## src/rtl/bsswc_pkg.sv

```systemverilog
// ----------------------------------------------------------------------------
// Block sorter package
// Shared widths, codes and control structures of the block sorter.
// ----------------------------------------------------------------------------
`timescale 1ns / 1ps
`default_nettype none

package bsswc_pkg;

    localparam int VALUE_W     = 32;
    localparam int SWAP_W      = 11;
    localparam logic [SWAP_W-1:0] SWAP_MAX = 11'd2047;
    localparam int S_TDATA_W   = 32;
    localparam int M_TDATA_W   = 48;
    localparam int M_PAD_W     = M_TDATA_W - VALUE_W - SWAP_W;
    localparam int GROUP_SIZE  = 8;

    typedef enum logic [1:0] {
        CELL_HOLD,
        CELL_SHIFT,
        CELL_SORT
    } cell_op_t;

    typedef struct packed {
        cell_op_t op;
        logic     pair_en;
    } cell_ctrl_t;

    typedef struct packed {
        logic clear;
        logic sample;
    } cnt_ctrl_t;

    typedef enum logic [2:0] {
        ST_LOAD,
        ST_ALIGN,
        ST_SORT,
        ST_DRAIN,
        ST_OUT
    } sorter_state_t;

endpackage

`default_nettype wire

```

## src/rtl/bsswc_cell.sv

```systemverilog
// ----------------------------------------------------------------------------
// Block sorter cell
// One element slot of the sorting chain: shifts, holds or swaps its value.
// ----------------------------------------------------------------------------
`timescale 1ns / 1ps
`default_nettype none

module bsswc_cell
    import bsswc_pkg::*;
(
    input  wire logic                      clk,
    input  wire logic                      rst_n,
    input  wire cell_ctrl_t                ctrl,
    input  wire logic signed [VALUE_W-1:0] lower_value,
    input  wire logic                      lower_valid,
    input  wire logic signed [VALUE_W-1:0] upper_value,
    input  wire logic                      upper_valid,
    input  wire logic                      swap_down,
    output logic signed [VALUE_W-1:0]      value,
    output logic                           valid,
    output logic                           swap_up
);

    logic signed [VALUE_W-1:0] value_reg;
    logic signed [VALUE_W-1:0] value_next;
    logic                      valid_reg;
    logic                      valid_next;

    // The lower cell of a pair decides the exchange for both members.
    assign swap_up = (ctrl.op == CELL_SORT) && ctrl.pair_en && valid_reg && upper_valid
                     && (upper_value > value_reg);

    always_comb
    begin
        value_next = value_reg;
        valid_next = valid_reg;
        case (ctrl.op)
            CELL_SHIFT:
            begin
                value_next = lower_value;
                valid_next = lower_valid;
            end
            CELL_SORT:
            begin
                if (swap_up)
                begin
                    value_next = upper_value;
                end
                else if (swap_down)
                begin
                    value_next = lower_value;
                end
            end
            default:
            begin
                value_next = value_reg;
            end
        endcase
    end

    always_ff @(posedge clk or negedge rst_n)
    begin
        if (!rst_n)
        begin
            valid_reg <= 1'b0;
        end
        else
        begin
            valid_reg <= valid_next;
        end
    end

    always_ff @(posedge clk)
    begin
        value_reg <= value_next;
    end

    assign value = value_reg;
    assign valid = valid_reg;

endmodule

`default_nettype wire

```

## config.mk

```make
export PLATFORM = sky130hd
export DESIGN_NAME = bsswc_cell
export DESIGN_NICKNAME = d
export VERILOG_FILES = /design/src/rtl/bsswc_pkg.sv /design/src/rtl/bsswc_cell.sv
export SDC_FILE = /design/constraint.sdc
export NUM_CORES = 1
export LEC_CHECK = 0
export ABC_AREA = 1
export BUFFER_PORTS_ARGS = -buffer_cell sky130_fd_sc_hd__buf_2
export CAP_MARGIN = 15
export CORE_MARGIN = 2
export CORE_UTILIZATION = 40
export DETAILED_ROUTE_END_ITERATION = 12
export PLACE_DENSITY_LB_ADDON = 0.12
export REMOVE_ABC_BUFFERS = 1
export SYNTH_ARGS = -nofsm -noshare
export SYNTH_HDL_FRONTEND = slang
export SYNTH_SLANG_ARGS = --single-unit
```

## constraint.sdc

```tcl
create_clock -name clk -period 3.12 [get_ports clk]
set_clock_uncertainty 0.15 [all_clocks]
set_input_delay 0.78 -clock clk [delete_from_list [all_inputs] [get_ports clk]]
set_output_delay 0.78 -clock clk [all_outputs]
set_load 0.005 [all_outputs]
```

* Word level (Yosys, flattened, before mapping)
Cells that the tools add are included.
Widths: inputs -> output; s select.
** Operators by class
- $lt $le $gt $ge :: 1
- Equality and inequality tests :: 3
- Muxes and demuxes :: 3
- Reductions and logical operators :: 6
** Operators with widths (number)
- $mux 32 :: 2
- $pmux 32 s2 :: 1
- $gt 32x32->1 :: 1
- $logic_and 1x1->1 :: 4
- $ne 3x3->1 const B :: 1
- $eq 2x1->1 const B :: 1
- $eq 2x2->1 const B :: 1
- $reduce_and 2->1 :: 1
- $reduce_bool 2->1 :: 1
** Word-level totals
- Register bits after elaboration :: 33
- Bits of input ports :: 72
- Output and inout bits :: 34
- Logic and storage cells :: 15

* Logic depth before layout (Yosys ltp)
- Depth after elaboration :: 7
- Gate-level depth with buffers :: 18
- Mapped depth without buffers :: 17

* Least setup slack after synthesis
No wires, ideal clock.
- Kind :: input port to flip-flop
- From :: in upper_value[31]
- To :: reg value_reg[0], in the netlist value[0], enable pin
- Setup time :: 0.561 ns
- Arrival :: 2.738 ns
- Required time :: 2.409 ns
- Path slack :: -0.329 ns
- Cell stages on the path :: 11
- Path buffers :: 1
- Path through :: ha_1 -> nand2_1 -> nor2_2 -> nand2_2 -> nor2_4 -> nand2_1 -> nand2_1 -> nand2_2 -> nand3_4 -> buf_6 -> nand3_1
** On the way
- Cells in the longest elaborated chain, start to end :: 4
** Ends and longest elaborated chain
- from (decl) :: RTL line bsswc_cell.sv:16 : input wire logic signed [VALUE_W-1:0] upper_value,
- $gt 32x32->1 :: RTL line bsswc_cell.sv:31 : && (upper_value > value_reg);
- $logic_and 1x1->1 :: RTL line bsswc_cell.sv:31
- $ne 3x3->1 (no line)
- $reduce_and 2->1 (no line)
- to (signal assigned) :: RTL line bsswc_cell.sv:75 : value_reg <= value_next;
- to (decl) :: RTL line bsswc_cell.sv:24 : logic signed [VALUE_W-1:0] value_reg;
Every way passes these cells.
A chain may end at the register's enable or synchronous reset.

* Worst setup path in the final report
- From :: in upper_value[15]
- To :: out swap_up
** On the way
- Cells in the longest elaborated chain, start to end :: 2
** Ends and longest elaborated chain
- $gt 32x32->1 :: RTL line bsswc_cell.sv:31
- $logic_and 1x1->1 :: RTL line bsswc_cell.sv:31
- to (decl) :: RTL line bsswc_cell.sv:21 : output logic swap_up
Every way passes these cells.

==> results.cfg <==
[routing]
drt-vias-per-instance = 4.87
antenna_left = 0
detail_route.first_pass.iterations = 4
detail_route.wirelength_microns = 6330
drt-initial-drc-count = 56
via_count = 2349
route.detailed.wl_per_inst_microns = 13.1
drc = 0

[setup_path]
path_cells = buf_2, ha_1, nand2_1, nor2_2, buf_4, a21oi_2, nand2_1, nand2_2, nand2_2, nand2_2, nand3_4, inv_1, buf_2
crit_path_end = swap_up
r2r-end = value[17]$_DFFE_PP_
reg2reg_from = value[13]$_DFFE_PP_
max_stage_delay_ns = 0.28
reg2reg_setup_slack_ns = 0.68
kind_of_critical_path = primary input to output pin
worst_path_most_repeated_cell = nand2_2
startpoint = upper_value[15]
end_kind = output pin
cp_slowest_cell = ha_1
worstSetupStartpointType = primary input
ff2ff_path_depth = 15
timing.critical_path.fanout_max = 2
critPathArrivalTime_ns = 2.09
critical_path_required_ns = 2.19

[global_routing]
global_route_wire_length_before_repair_microns = 9650
grt_pass1_vias = 2131
antenna_found_initial = 0
gr-usage-all-layers_pct = 18.4
overflow = 0
grt_max_degree = 33

[clock_tree]
cts_num_sinks = 33
cts_max_path_buffers = 2
clock-root-buffer = clkbuf_8
worstSkewPairLatency_ns = 0.29
cts_inserted_buffers = 5
ctsHoldBuffers = 0
ctsHtreeMaxLevel = 2
cts.clk_slew.worst_paths_ns = 0.07
cts_tree = done

[power_and_ir_drop]
ir_worst_vdd_mv = 0.157
design_power_total_w = 0.00119
power_leakage_nw = 1.77
power.density_nw_per_um2 = 356

[place]
numPortBuffers = 105
place_congestion = 0.793
dp_hpwl_microns = 4400
placedCellCount = 473

[hold_path]
hold_crit_class = primary input to asynchronous set/reset pin

[floorplan]
die_height_microns = 82.7
fp.dieArea_sq_um = 6830
width_of_the_die_microns = 82.7
initial_utilization_pct = 41.6
fp.coreArea_sq_um = 5960
rows = 28
io-pin-count = 106

[yosys]
synth_top_cells_by_area = edfxtp_1 (39%), ha_1 (16%), nand2_1 (15%)
synthesis.area_per_instance_sq_um = 8.33
post_synth_num_cell_types = 24
synth_top_area_cell = edfxtp_1
ys_ff_latch = 33
yosys_warnings = 0
synth_top_area_share_pct = 38.8
synthCells = 297
netlist_area_sq_um = 2470
ys_seq_area_share_pct = 39.8

[finish]
final_cell_count_no_fill = 482
diodes = 0
layout-area-overhead-vs-synth_pct = 34.8
drive_gt1_share_pct = 36.9
largest_register_ffs = 32
fill_cells = 594
final_nets = 510

[timing]
max-slew-margin-rel_pct = 74.8
whs_ns = 0.105
clock.fmax_ghz = 0.331
post-route-min-period_ns = 3.02
min_period_over_period_pct = 96.8
report.final.slew_viol_count = 0
finalSetupViolCount = 0
timing_worst_slew_pin_value_ns = 0.377
hold_viol_final = 0

[status]
run_status = complete, no violations

[run]
max_cap_violations = 0
## routing by layer
metal	vias up	routed length, microns	global-route usage (%)	share of wire (%)
met3	6	359	4.57	5.7
li1	1220	-	-	-
met4	0	60	4.43	0.95
met5	-	0	0	0
met1	1057	2840	23.6	45
met2	66	3080	31.3	49
## final cells by class
| class | instances | area [sq um] | share of cell area, % |
|---|---|---|---|
| Clock buffer | 5 | 68.8 | 2.06 |
| Clock inverter | 3 | 12.5 | 0.375 |
| Inverter | 43 | 161 | 4.84 |
| Multi-Input combinational cell | 209 | 1400 | 41.9 |
| Sequential cell | 33 | 986 | 29.5 |
| Tap cell | 75 | 93.8 | 2.81 |
| Timing Repair Buffer | 114 | 616 | 18.4 |
## how the worst min path moves through the flow
stage	slack (ns)	cells after the start	to
2_1_floorplan	0.33	0	valid$_DFFE_PN0P_
3_3_place_gp	0.37	1	valid$_DFFE_PN0P_
3_5_place_dp	0.38	1	valid$_DFFE_PN0P_
4_1_cts	0.09	1	valid$_DFFE_PN0P_
5_1_grt	0.09	1	valid$_DFFE_PN0P_
6_report	0.10	1	valid$_DFFE_PN0P_
## stage by stage
step           TNS, ns  instance area, sq um  util [%]  worst slack, ns
6_report             0                  3340      56.0           0.0985
5_1_grt        -0.0295                  3340      56.0          -0.0295
4_1_cts              0                  3170      53.3           0.0428
3_5_place_dp         0                  3090      51.9           0.0404
3_3_place_gp         0                  3090      51.9           0.0657
2_1_floorplan   -24.95                  2400         -           -0.772
## Yosys cell counts, drive strengths merged
cell type  number
buf            12
ha             32
o21a            2
nand2         104
or2             2
edfxtp         32
nand3           5
dfrtp           1
nand4          34
nor2           11
o21ai           2
mux2            1
a21o            1
inv            43
a21oi          15
## report_power, final
group	switching [W]	internal, W
clock	0.000169	0.000150
combinational	0.000185	0.000144
sequential	0.0000148	0.000525
total	0.000369	0.000819
## repair_timing
action	CTS	global route
setup endpoints to repair	0	1
buffers inserted	0	1
gates resized for setup	0	28
endpoints found under the hold margin	0	0
## worst max-delay path, delay by kind of cell
| family | cells | cell delay [ns] |
|---|---|---|
| AND/OR/NAND/NOR | 7 | 0.52 |
| adder cells (fa/ha/maj) | 1 | 0.28 |
| buffers and inverters | 4 | 0.40 |
| AO/OA/AOI/OAI | 1 | 0.12 |
## cells by family (layout without fill, tap and decap cells)
logic type	after synthesis	in the layout	synth area share, %
simple gates	156	156	28.9
buf+inv	55	165	9.71
flops	33	33	39.8
fa+ha+maj	32	32	16.2
compound gates	20	20	4.95
mux	1	1	0.455
## cell usage in the layout (no fill, tap or decap), types with 4 or more instances in the layout
cell type / instances
edfxtp_1: 32
a21oi_2: 4
ha_4: 7
nand4_1: 34
inv_1: 43
a21oi_1: 9
buf_2: 104
clkbuf_8: 5
nand2_1: 96
nor2_1: 7
buf_4: 7
ha_1: 25
nand2_2: 6
(Power assumes the default switching activity.)
