File: src/rtl/bsswc_pkg.sv
// ----------------------------------------------------------------------------
// Block sorter package
// Shared widths, codes and control structures of the block sorter.
// ----------------------------------------------------------------------------
`timescale 1ns / 1ps
`default_nettype none

package bsswc_pkg;

    localparam int VALUE_W     = 32;
    localparam int SWAP_W      = 11;
    localparam logic [SWAP_W-1:0] SWAP_MAX = 11'd2047;
    localparam int S_TDATA_W   = 32;
    localparam int M_TDATA_W   = 48;
    localparam int M_PAD_W     = M_TDATA_W - VALUE_W - SWAP_W;
    localparam int GROUP_SIZE  = 8;

    typedef enum logic [1:0] {
        CELL_HOLD,
        CELL_SHIFT,
        CELL_SORT
    } cell_op_t;

    typedef struct packed {
        cell_op_t op;
        logic     pair_en;
    } cell_ctrl_t;

    typedef struct packed {
        logic clear;
        logic sample;
    } cnt_ctrl_t;

    typedef enum logic [2:0] {
        ST_LOAD,
        ST_ALIGN,
        ST_SORT,
        ST_DRAIN,
        ST_OUT
    } sorter_state_t;

endpackage

`default_nettype wire

File: src/rtl/bsswc_swap_counter.sv
// ----------------------------------------------------------------------------
// Block sorter swap counter
// Pipelined population count of the exchange flags, with a saturating total.
// ----------------------------------------------------------------------------
`timescale 1ns / 1ps
`default_nettype none

module bsswc_swap_counter
    import bsswc_pkg::*;
#(
    parameter int NFLAGS = 64
)
(
    input  wire logic              clk,
    input  wire logic              rst_n,
    input  wire cnt_ctrl_t         ctrl,
    input  wire logic [NFLAGS-1:0] flags,
    output logic [SWAP_W-1:0]      total,
    output logic                   busy
);

    localparam int NGRP  = (NFLAGS + GROUP_SIZE - 1) / GROUP_SIZE;
    localparam int PAD_W = NGRP * GROUP_SIZE;
    localparam int GRP_W = $clog2(GROUP_SIZE + 1);
    localparam int SUM_W = $clog2(NFLAGS + 1);

    logic [NFLAGS-1:0] flag_reg;
    logic              flag_vld_reg;
    logic [GRP_W-1:0]  grp_reg  [NGRP];
    logic [GRP_W-1:0]  grp_next [NGRP];
    logic              grp_vld_reg;
    logic [SWAP_W-1:0] total_reg;
    logic [SWAP_W-1:0] total_next;
    logic [PAD_W-1:0]  flag_pad;
    logic [SUM_W-1:0]  grp_total;
    logic [SWAP_W:0]   acc_sum;

    assign flag_pad = PAD_W'(flag_reg);

    // First stage: count each group of eight flags.
    always_comb
    begin
        for (int g = 0; g < NGRP; g++)
        begin
            grp_next[g] = '0;
            for (int b = 0; b < GROUP_SIZE; b++)
            begin
                grp_next[g] = grp_next[g] + GRP_W'(flag_pad[g*GROUP_SIZE + b]);
            end
        end
    end

    // Second stage: add the group counts and accumulate with saturation.
    always_comb
    begin
        grp_total = '0;
        for (int g = 0; g < NGRP; g++)
        begin
            grp_total = grp_total + SUM_W'(grp_reg[g]);
        end
        acc_sum = {1'b0, total_reg} + (SWAP_W + 1)'(grp_total);
        if (ctrl.clear)
        begin
            total_next = '0;
        end
        else if (grp_vld_reg)
        begin
            total_next = (acc_sum > {1'b0, SWAP_MAX}) ? SWAP_MAX : acc_sum[SWAP_W-1:0];
        end
        else
        begin
            total_next = total_reg;
        end
    end

    always_ff @(posedge clk or negedge rst_n)
    begin
        if (!rst_n)
        begin
            flag_vld_reg <= 1'b0;
            grp_vld_reg  <= 1'b0;
            total_reg    <= '0;
        end
        else
        begin
            flag_vld_reg <= ctrl.sample;
            grp_vld_reg  <= flag_vld_reg;
            total_reg    <= total_next;
        end
    end

    always_ff @(posedge clk)
    begin
        flag_reg <= flags;
        for (int g = 0; g < NGRP; g++)
        begin
            grp_reg[g] <= grp_next[g];
        end
    end

    assign total = total_reg;
    assign busy  = flag_vld_reg || grp_vld_reg;

endmodule

`default_nettype wire

File: config.mk
export PLATFORM = sky130hd
export DESIGN_NAME = bsswc_swap_counter
export DESIGN_NICKNAME = d
export VERILOG_FILES = /design/src/rtl/bsswc_pkg.sv /design/src/rtl/bsswc_swap_counter.sv
export SDC_FILE = /design/constraint.sdc
export NUM_CORES = 1
export LEC_CHECK = 0
export BUFFER_PORTS_ARGS = -buffer_cell sky130_fd_sc_hd__buf_2
export CAP_MARGIN = 5
export CORE_ASPECT_RATIO = 0.5
export CORE_UTILIZATION = 50
export CTS_CLUSTER_DIAMETER = 150
export DETAILED_ROUTE_END_ITERATION = 8
export GPL_ROUTABILITY_DRIVEN = 0
export PLACE_DENSITY = 0.73
export SLEW_MARGIN = 20
export SYNTH_ARGS = -nofsm -noshare
export SYNTH_HDL_FRONTEND = slang
export SYNTH_SLANG_ARGS = --single-unit
File: constraint.sdc
create_clock -name clk -period 7.25 [get_ports clk]
set_clock_uncertainty 0.2 [all_clocks]
set_input_delay 1.0875 -clock clk [delete_from_list [all_inputs] [get_ports clk]]
set_output_delay 1.0875 -clock clk [all_outputs]
set_load 0.005 [all_outputs]
Yosys cells after proc, flatten, opt, wreduce, memory -nomap -nowiden
Memory sizes are Yosys's and may differ from the RTL's.
Index checks and enable logic that the tools add are counted.
{"block": "totals", "regBits": 77, "ramBits": 32, "inputBits": 68, "output_inout_bits": 12, "elab_cells": 75, "memories": 1}
{"block": "op_classes", "addsub": 64, "order_cmp": 1, "mux": 3, "reduce_logical": 2}
{"name": "grp_reg", "depth": 8, "width": 4, "read_ports": 8, "rd_clocked_by_memory_dff": 0, "wr": 8, "line_no": "bsswc_swap_counter.sv:29", "text": "logic [GRP_W-1:0] grp_reg [NGRP];"}
{"op": "4-bit by 1-bit adder with 4-bit output", "count": 32}
{"op": "11-bit two-way mux", "count": 3}
{"op": "3-bit by 1-bit adder with 4-bit output", "count": 8}
{"op": "7-bit by 4-bit adder with 7-bit output", "count": 4}
{"op": "2-bit by 1-bit adder with 3-bit output", "count": 8}
{"op": "1-bit by 1-bit adder with 2-bit output", "count": 8}
{"op": "11-bit by 7-bit adder with 12-bit output", "count": 1}
{"op": "12-bit by 11-bit > comparator with 1-bit output (second input constant)", "count": 1}
{"op": "6-bit by 4-bit adder with 7-bit output", "count": 1}
{"op": "5-bit by 4-bit adder with 6-bit output", "count": 1}
{"op": "4-bit by 4-bit adder with 5-bit output", "count": 1}
{"op": "2-bit nonzero test", "count": 1}
{"op": "1-bit logical OR", "count": 1}

Longest topological paths before layout
Gate-level depths: netlist of run 1.
{"block": "depth", "ltp_word": 12, "ltp_mapped": 13, "mapped_depth_nobuf": 13}

Worst setup path after synthesis of run 1
No wires, ideal clock.
{"block": "synth_path", "path_kind": "flip-flop to flip-flop", "from": "reg total_reg[2], in the netlist total[2]", "to": "reg total_reg[10], in the netlist total[10]", "setup_ps": 128, "arrival_ps": 3828, "t_required_ps": 6922, "slack_ps": 3094, "stages_incl_launch_ff": 13, "n_path_buf": 0, "synth_period_minus_slack_ps": 4156, "cell_sequence": "dfrtp_1 > inv_1 > fa_1 > inv_1 > fa_1 > fa_1 > fa_1 > ha_1 > fa_1 > a211oi_1 > o21bai_1 > a211oi_1 > nor3b_1"}
{"block": "synth_via", "elab_chain_len": 5}
{"element": "start, declared", "line_no": "bsswc_swap_counter.sv:32", "text": "logic [SWAP_W-1:0] total_reg;"}
{"element": "start signal, assigned", "line_no": "bsswc_swap_counter.sv:88", "text": "total_reg <= total_next;"}
{"element": "11-bit by 7-bit adder with 12-bit output (*)", "line_no": "bsswc_swap_counter.sv:61", "text": "acc_sum = {1'b0, total_reg} + (SWAP_W + 1)'(grp_total);"}
{"element": "12-bit by 11-bit > comparator with 1-bit output", "line_no": "bsswc_swap_counter.sv:68", "text": "total_next = (acc_sum > {1'b0, SWAP_MAX}) ? SWAP_MAX : acc_sum[SWAP_W-1:0];"}
{"element": "11-bit two-way mux (*)", "line_no": "bsswc_swap_counter.sv:68"}
{"element": "11-bit two-way mux (*)", "line_no": "bsswc_swap_counter.sv:66", "text": "else if (grp_vld_reg)"}
{"element": "11-bit two-way mux (*)", "line_no": "bsswc_swap_counter.sv:62", "text": "if (ctrl.clear)"}
Mark *: on every way between the ends. The rest lies on a longest branch, timed or not. The select of a mux whose other input is x is not followed.
A chain may end at the register's enable or synchronous reset.

Final worst setup path of run 1
Ends and elaborated chain as after synthesis.

==> metrics.cfg, run 1 <==
[placement]
dp_slack_ns=2.93
io_buffers=79
post_dp_cell_area_mm2=0.00540
dp_hpwl_mm=5.93

[yosys]
synth-seq-cells=109
synth_top_area_share=0.396
ys_warn_count=0
synthDistinctLibCells=28
yosys.area.top_type=dfxtp_1
syn_inst=398
synth-edff-count=0
synthTopCellsByCount=112 x inv_1, 96 x dfxtp_1, 59 x fa_1
ys_seq_area_frac=0.463
ys_top_cells_by_area=dfxtp_1 40%, fa_1 24%, ha_1 9.5%, inv_1 8.7%, dfrtp_1 6.7%
syn_avg_cell_area_um2=12.2
synth_nets=562
synth_ff_type=dfxtp_1
synth-async-reset-ratio=0.119
syn-cell-area_mm2=0.00486
synth.most_common_cell=inv_1

[finish]
largest_reg_flops=64
finalInstanceArea_mm2=0.00572
area_growth_pct=17.8
fillers=772
fin_util=0.631
fin_nets=649
drive_gt1_frac=0.206
antenna_cells=0
multi_input_area_mm2=0.00218
seqCellArea_mm2=0.00225

[timing]
maxSlewViolCount=0
worst_slew_pin_slew_ns=0.668
period_minus_slack_ns=4.34
finalSetupTns_ns=0
hold_viol_final=0
setup-violations-final=0
fmax_mhz=230
setup_ws_ns=2.91
rsz0062_at_grt=false
slew_headroom=0.555
fin_crit_sh=0.599

[floorplanning]
ios=80
die-width_um=141
core.rowCount=24
dieArea_mm2=0.0101
core_region_area_mm2=0.00907
die_h_um=71.7
start_util=0.536

[cts]
cts_buffers=9
cts_setup_buffers=0
htree_levels=3
ctsHoldBuffers=0
clk_pin_slew_ns=0.07
cts_tree=built
clock_latency_ns=0.35
root_buffer=clkbuf_16
cts_resized=0
cts_max_path_buffers=2
cts_sinks=109

[global_routing]
overflow=0
antenna_found_initial=0
gr-usage-met3=0.0608
met2_usage=0.250
grt_use_met1=0.241
grt_pass1_vias=2923
grt_pass1_wl_mm=13.1
grt_busiest_layer=met2
grt_usage=0.171
grt_max_degree=20

[route]
drc=0
routed_wirelength_mm=7.46
avgRoutedWirePerCell_um=12.0
vias_per_cell=4.44
vias=2751
detail-route-antenna-nets=0
firstDrtPassIters=4
drt-initial-drc-count=122

[job]
maxCapViolCount=0

[critical_path]
cp-end-kind=flop
slowest_stage=fa_1
path_max_fanout=3
arrival_ns=4.38
path_common_cell=fa_1
critPathKind=flop to flop
start_kind=flop
critical_path_required_ns=7.28
crit_chain=inv_1, fa_1, inv_1, fa_1, fa_1, fa_1, ha_1, fa_1, a211oi_1, o21bai_1, a211oi_1, nor3b_1
crit_path_max_incr_delay_ns=0.55

[run_status]
status=completed

[worst_hold_path]
hold_path.class=flop to flop

per-layer routing:
| layer | vias to the layer above | wire length, µm |
|---|---|---|
| met1 | 1303 | 3750 |
| li1 | 1374 | - |
| met2 | 64 | 3110 |
| met3 | 10 | 519 |
| met5 | - | 0 |
| met4 | 0 | 85 |
area by class of cell:
type                       count  area share
multi-input combinational    174       0.380
inverter                     112      0.0735
sequential                   109       0.393
timing repair buffer          79      0.0691
clock inverter                 6      0.0142
clock buffer                  10      0.0418
tap                          130      0.0284
kinds of logic after synthesis:
group / after synthesis / share of synthesized area
fa+ha+maj: 96 / 0.338
xor+xnor: 12 / 0.0216
simple gates: 27 / 0.0312
flops: 109 / 0.463
buf+inv: 115 / 0.0891
compound gates: 39 / 0.0569
layout by cell type, fill, tap and decap left out, types with 6 or more instances in the layout:
cell and count:
nor2b_1 9, nor2_1 10, buf_2 79, inv_1 112, xor2_1 6, dfrtp_1 13
a21oi_1 13, xnor2_1 6, dfxtp_1 96, a311oi_1 11, clkbuf_16 9, fa_1 59
ha_1 37
stage by stage:
step / hold slack [ns] / cells
global route: 0.197 / 620
detailed placement: 0.162 / 604
floorplan: 0.146 / 398
global placement: 0.159 / 604
CTS: 0.178 / 620
finish: 0.172 / 620
worst max-delay path: cells and delay by family, from the launching register on:
kind / cells / cell delay (ns)
flip-flops: 1 / 0.36
buffers and inverters: 2 / 0.11
adder cells (fa/ha/maj): 6 / 2.71
AO/OA/AOI/OAI: 3 / 0.76
AND/OR/NAND/NOR: 1 / 0.08
path summary, 6_finish.rpt:
path / depth (start not counted) / from / to / slack, ns
worst max-delay path: 12 / total[2]$_DFFE_PN0P_ / total[10]$_DFFE_PN0P_ / 2.91
worst min-delay path: 0 / flag_vld_reg$_DFF_PN0_ / grp_vld_reg$_DFF_PN0_ / 0.17
worst max register to register: 12 / total[2]$_DFFE_PN0P_ / total[10]$_DFFE_PN0P_ / 2.91
worst min register to register: 0 / flag_vld_reg$_DFF_PN0_ / grp_vld_reg$_DFF_PN0_ / 0.17
max in group asynchronous: 1 / rst_n / total[5]$_DFFE_PN0P_ / 6.20
min in group asynchronous: 1 / rst_n / total[10]$_DFFE_PN0P_ / 0.42
Power of run 1 is not shown: default switching activity piles up to over one toggle a cycle in this logic, so the estimate is an artifact.
==> run 2: changes to the inputs <==
Clock period 7.25 ns to 4.2 ns, I/O delays scaled along.
==> metrics.cfg, run 2 (synthesis gave the netlist of run 1 again) <==
[run_status]
status=completed  ; unchanged

[floorplanning]
start_util=0.536  ; unchanged
core.rowCount=24  ; unchanged
dieArea_mm2=0.0101  ; unchanged
ios=80  ; unchanged
die_h_um=71.7  ; unchanged
core_region_area_mm2=0.00907  ; unchanged
die-width_um=141  ; unchanged

[finish]
largest_reg_flops=64  ; unchanged
seqCellArea_mm2=0.00225  ; unchanged
drive_gt1_frac=0.250  ; was 0.206
final_common_cell=inv_1  ; unchanged
area_growth_pct=22.0  ; was 17.8%
fin_nets=655  ; was 649
final_cell_mix=109 x inv_1, 96 x dfxtp_1, 79 x buf_2, 58 x fa_1, 35 x ha_1  ; was 112 x inv_1, 96 x dfxtp_1, 79 x buf_2, 59 x fa_1, 37 x ha_1
multi_input_area_mm2=0.00232  ; was 0.00218 mm²
fin_util=0.653  ; was 0.631
antenna_cells=0  ; unchanged
layout.cells.non_filler=626  ; was 620
fillers=682  ; was 772

[route]
avgRoutedWirePerCell_um=12.8  ; was 12.0 µm
drc=0  ; unchanged
drt-initial-drc-count=166  ; was 122
detail-route-antenna-nets=0  ; unchanged
vias_per_cell=4.58  ; was 4.44
routed_wirelength_mm=8.02  ; was 7.46 mm
firstDrtPassIters=4  ; unchanged
vias=2867  ; was 2751

[placement]
dp_hpwl_mm=6.16  ; was 5.93 mm
io_buffers=79  ; unchanged
placed_cells=608  ; was 604

[timing]
period_minus_slack_ns=4.07  ; was 4.34 ns
fmax_mhz=246  ; was 230 MHz
maxSlewViolCount=0  ; unchanged
finalSetupTns_ns=0  ; unchanged
setup-violations-final=0  ; unchanged
slew_headroom=0.485  ; was 0.555
worst_slew_pin_slew_ns=0.773  ; was 0.668 ns
hold_viol_final=0  ; unchanged
fin_crit_sh=0.969  ; was 0.599

[cts]
root_buffer=clkbuf_16  ; unchanged
cts_max_path_buffers=2  ; unchanged
cts_buffers=9  ; unchanged
cts_tree=built  ; unchanged
cts_sinks=109  ; unchanged
clock_latency_ns=0.35  ; about the same
htree_levels=3  ; unchanged
clk_pin_slew_ns=0.07  ; about the same

[critical_path]
start_kind=flop  ; unchanged
cp-end-kind=flop  ; unchanged
path_max_fanout=5  ; was 3
critPathKind=flop to flop  ; unchanged
arrival_ns=4.13  ; was 4.38 ns
critical_path_required_ns=4.26  ; was 7.28 ns

[global_routing]
grt_pass1_wl_mm=13.3  ; was 13.1 mm
grt_pass1_vias=2928  ; was 2923
antenna_found_initial=0  ; unchanged
grt_usage=0.175  ; was 0.171
overflow=0  ; unchanged
grt_max_degree=20  ; unchanged

[worst_hold_path]
hold_path.class=flop to flop  ; unchanged

[job]
maxCapViolCount=0  ; unchanged

## run 2: what timing repair did
| item | in CTS | in global routing |
|---|---|---|
| hold buffers | 1 | 0 |
| pin swaps | 0 | 25 |
| gates resized for setup | 2 | 22 |
| hold endpoints to repair | 13 | 0 |
| setup buffers | 0 | 1 |
| endpoints found under the setup margin | 3 | 11 |
| cloned | 0 | 1 |
## run 2: per-stage QoR
step                      worst slack [ns]  hold slack, ns  area (µm²)
final                                0.130           0.175        5930
after global routing             -0.000763           0.159        5930
after CTS                           0.0102           0.165        5790
after detailed placement           -0.0635           0.158        5430
after global placement            -0.00418           0.165        5430
after floorplan                     0.0443           0.134        4860
## run 2: worst paths after layout
check                                  startpoint                     to  slack, ns  cells after the start
min in group asynchronous                   rst_n  total[10]$_DFFE_PN0P_       0.51                      2
setup reg to reg            grp_reg[0][3]$_DFF_P_   total[6]$_DFFE_PN0P_       0.13                     13
setup / recovery            grp_reg[0][3]$_DFF_P_   total[6]$_DFFE_PN0P_       0.13                     13
hold reg to reg            flag_vld_reg$_DFF_PN0_  grp_vld_reg$_DFF_PN0_       0.18                      0
hold / removal             flag_vld_reg$_DFF_PN0_  grp_vld_reg$_DFF_PN0_       0.18                      0
max in group asynchronous                   rst_n   total[0]$_DFFE_PN0P_       3.04                      2
## run 2: layout make-up
type | count | area share
Multi-Input combinational cell | 175 | 0.391
Sequential cell | 109 | 0.379
Timing Repair Buffer | 84 | 0.0735
Inverter | 112 | 0.0709
Clock buffer | 10 | 0.0403
Tap cell | 130 | 0.0274
Clock inverter | 6 | 0.0177
## run 2: per-layer routing
metal | GRT usage | part of all wire | routed length [µm]
met1 | 0.244 | 0.47 | 3750
met2 | 0.259 | 0.45 | 3610
met3 | 0.0588 | 0.076 | 607
met4 | 0.0573 | 0.0065 | 52
met5 | 0 | 0 | 0
## run 2: critical path, cell delays in order, from the launching register on
cell	delay, ns
dfxtp_1	0.31
inv_1	0.05
fa_1	0.57
inv_2	0.05
fa_1	0.44
fa_1	0.51
inv_1	0.05
fa_1	0.54
inv_1	0.06
ha_4	0.30
o211ai_2	0.14
o211ai_4	0.29
nand3_4	0.18
a311oi_2	0.29
Power of run 2 is left out for the same reason.
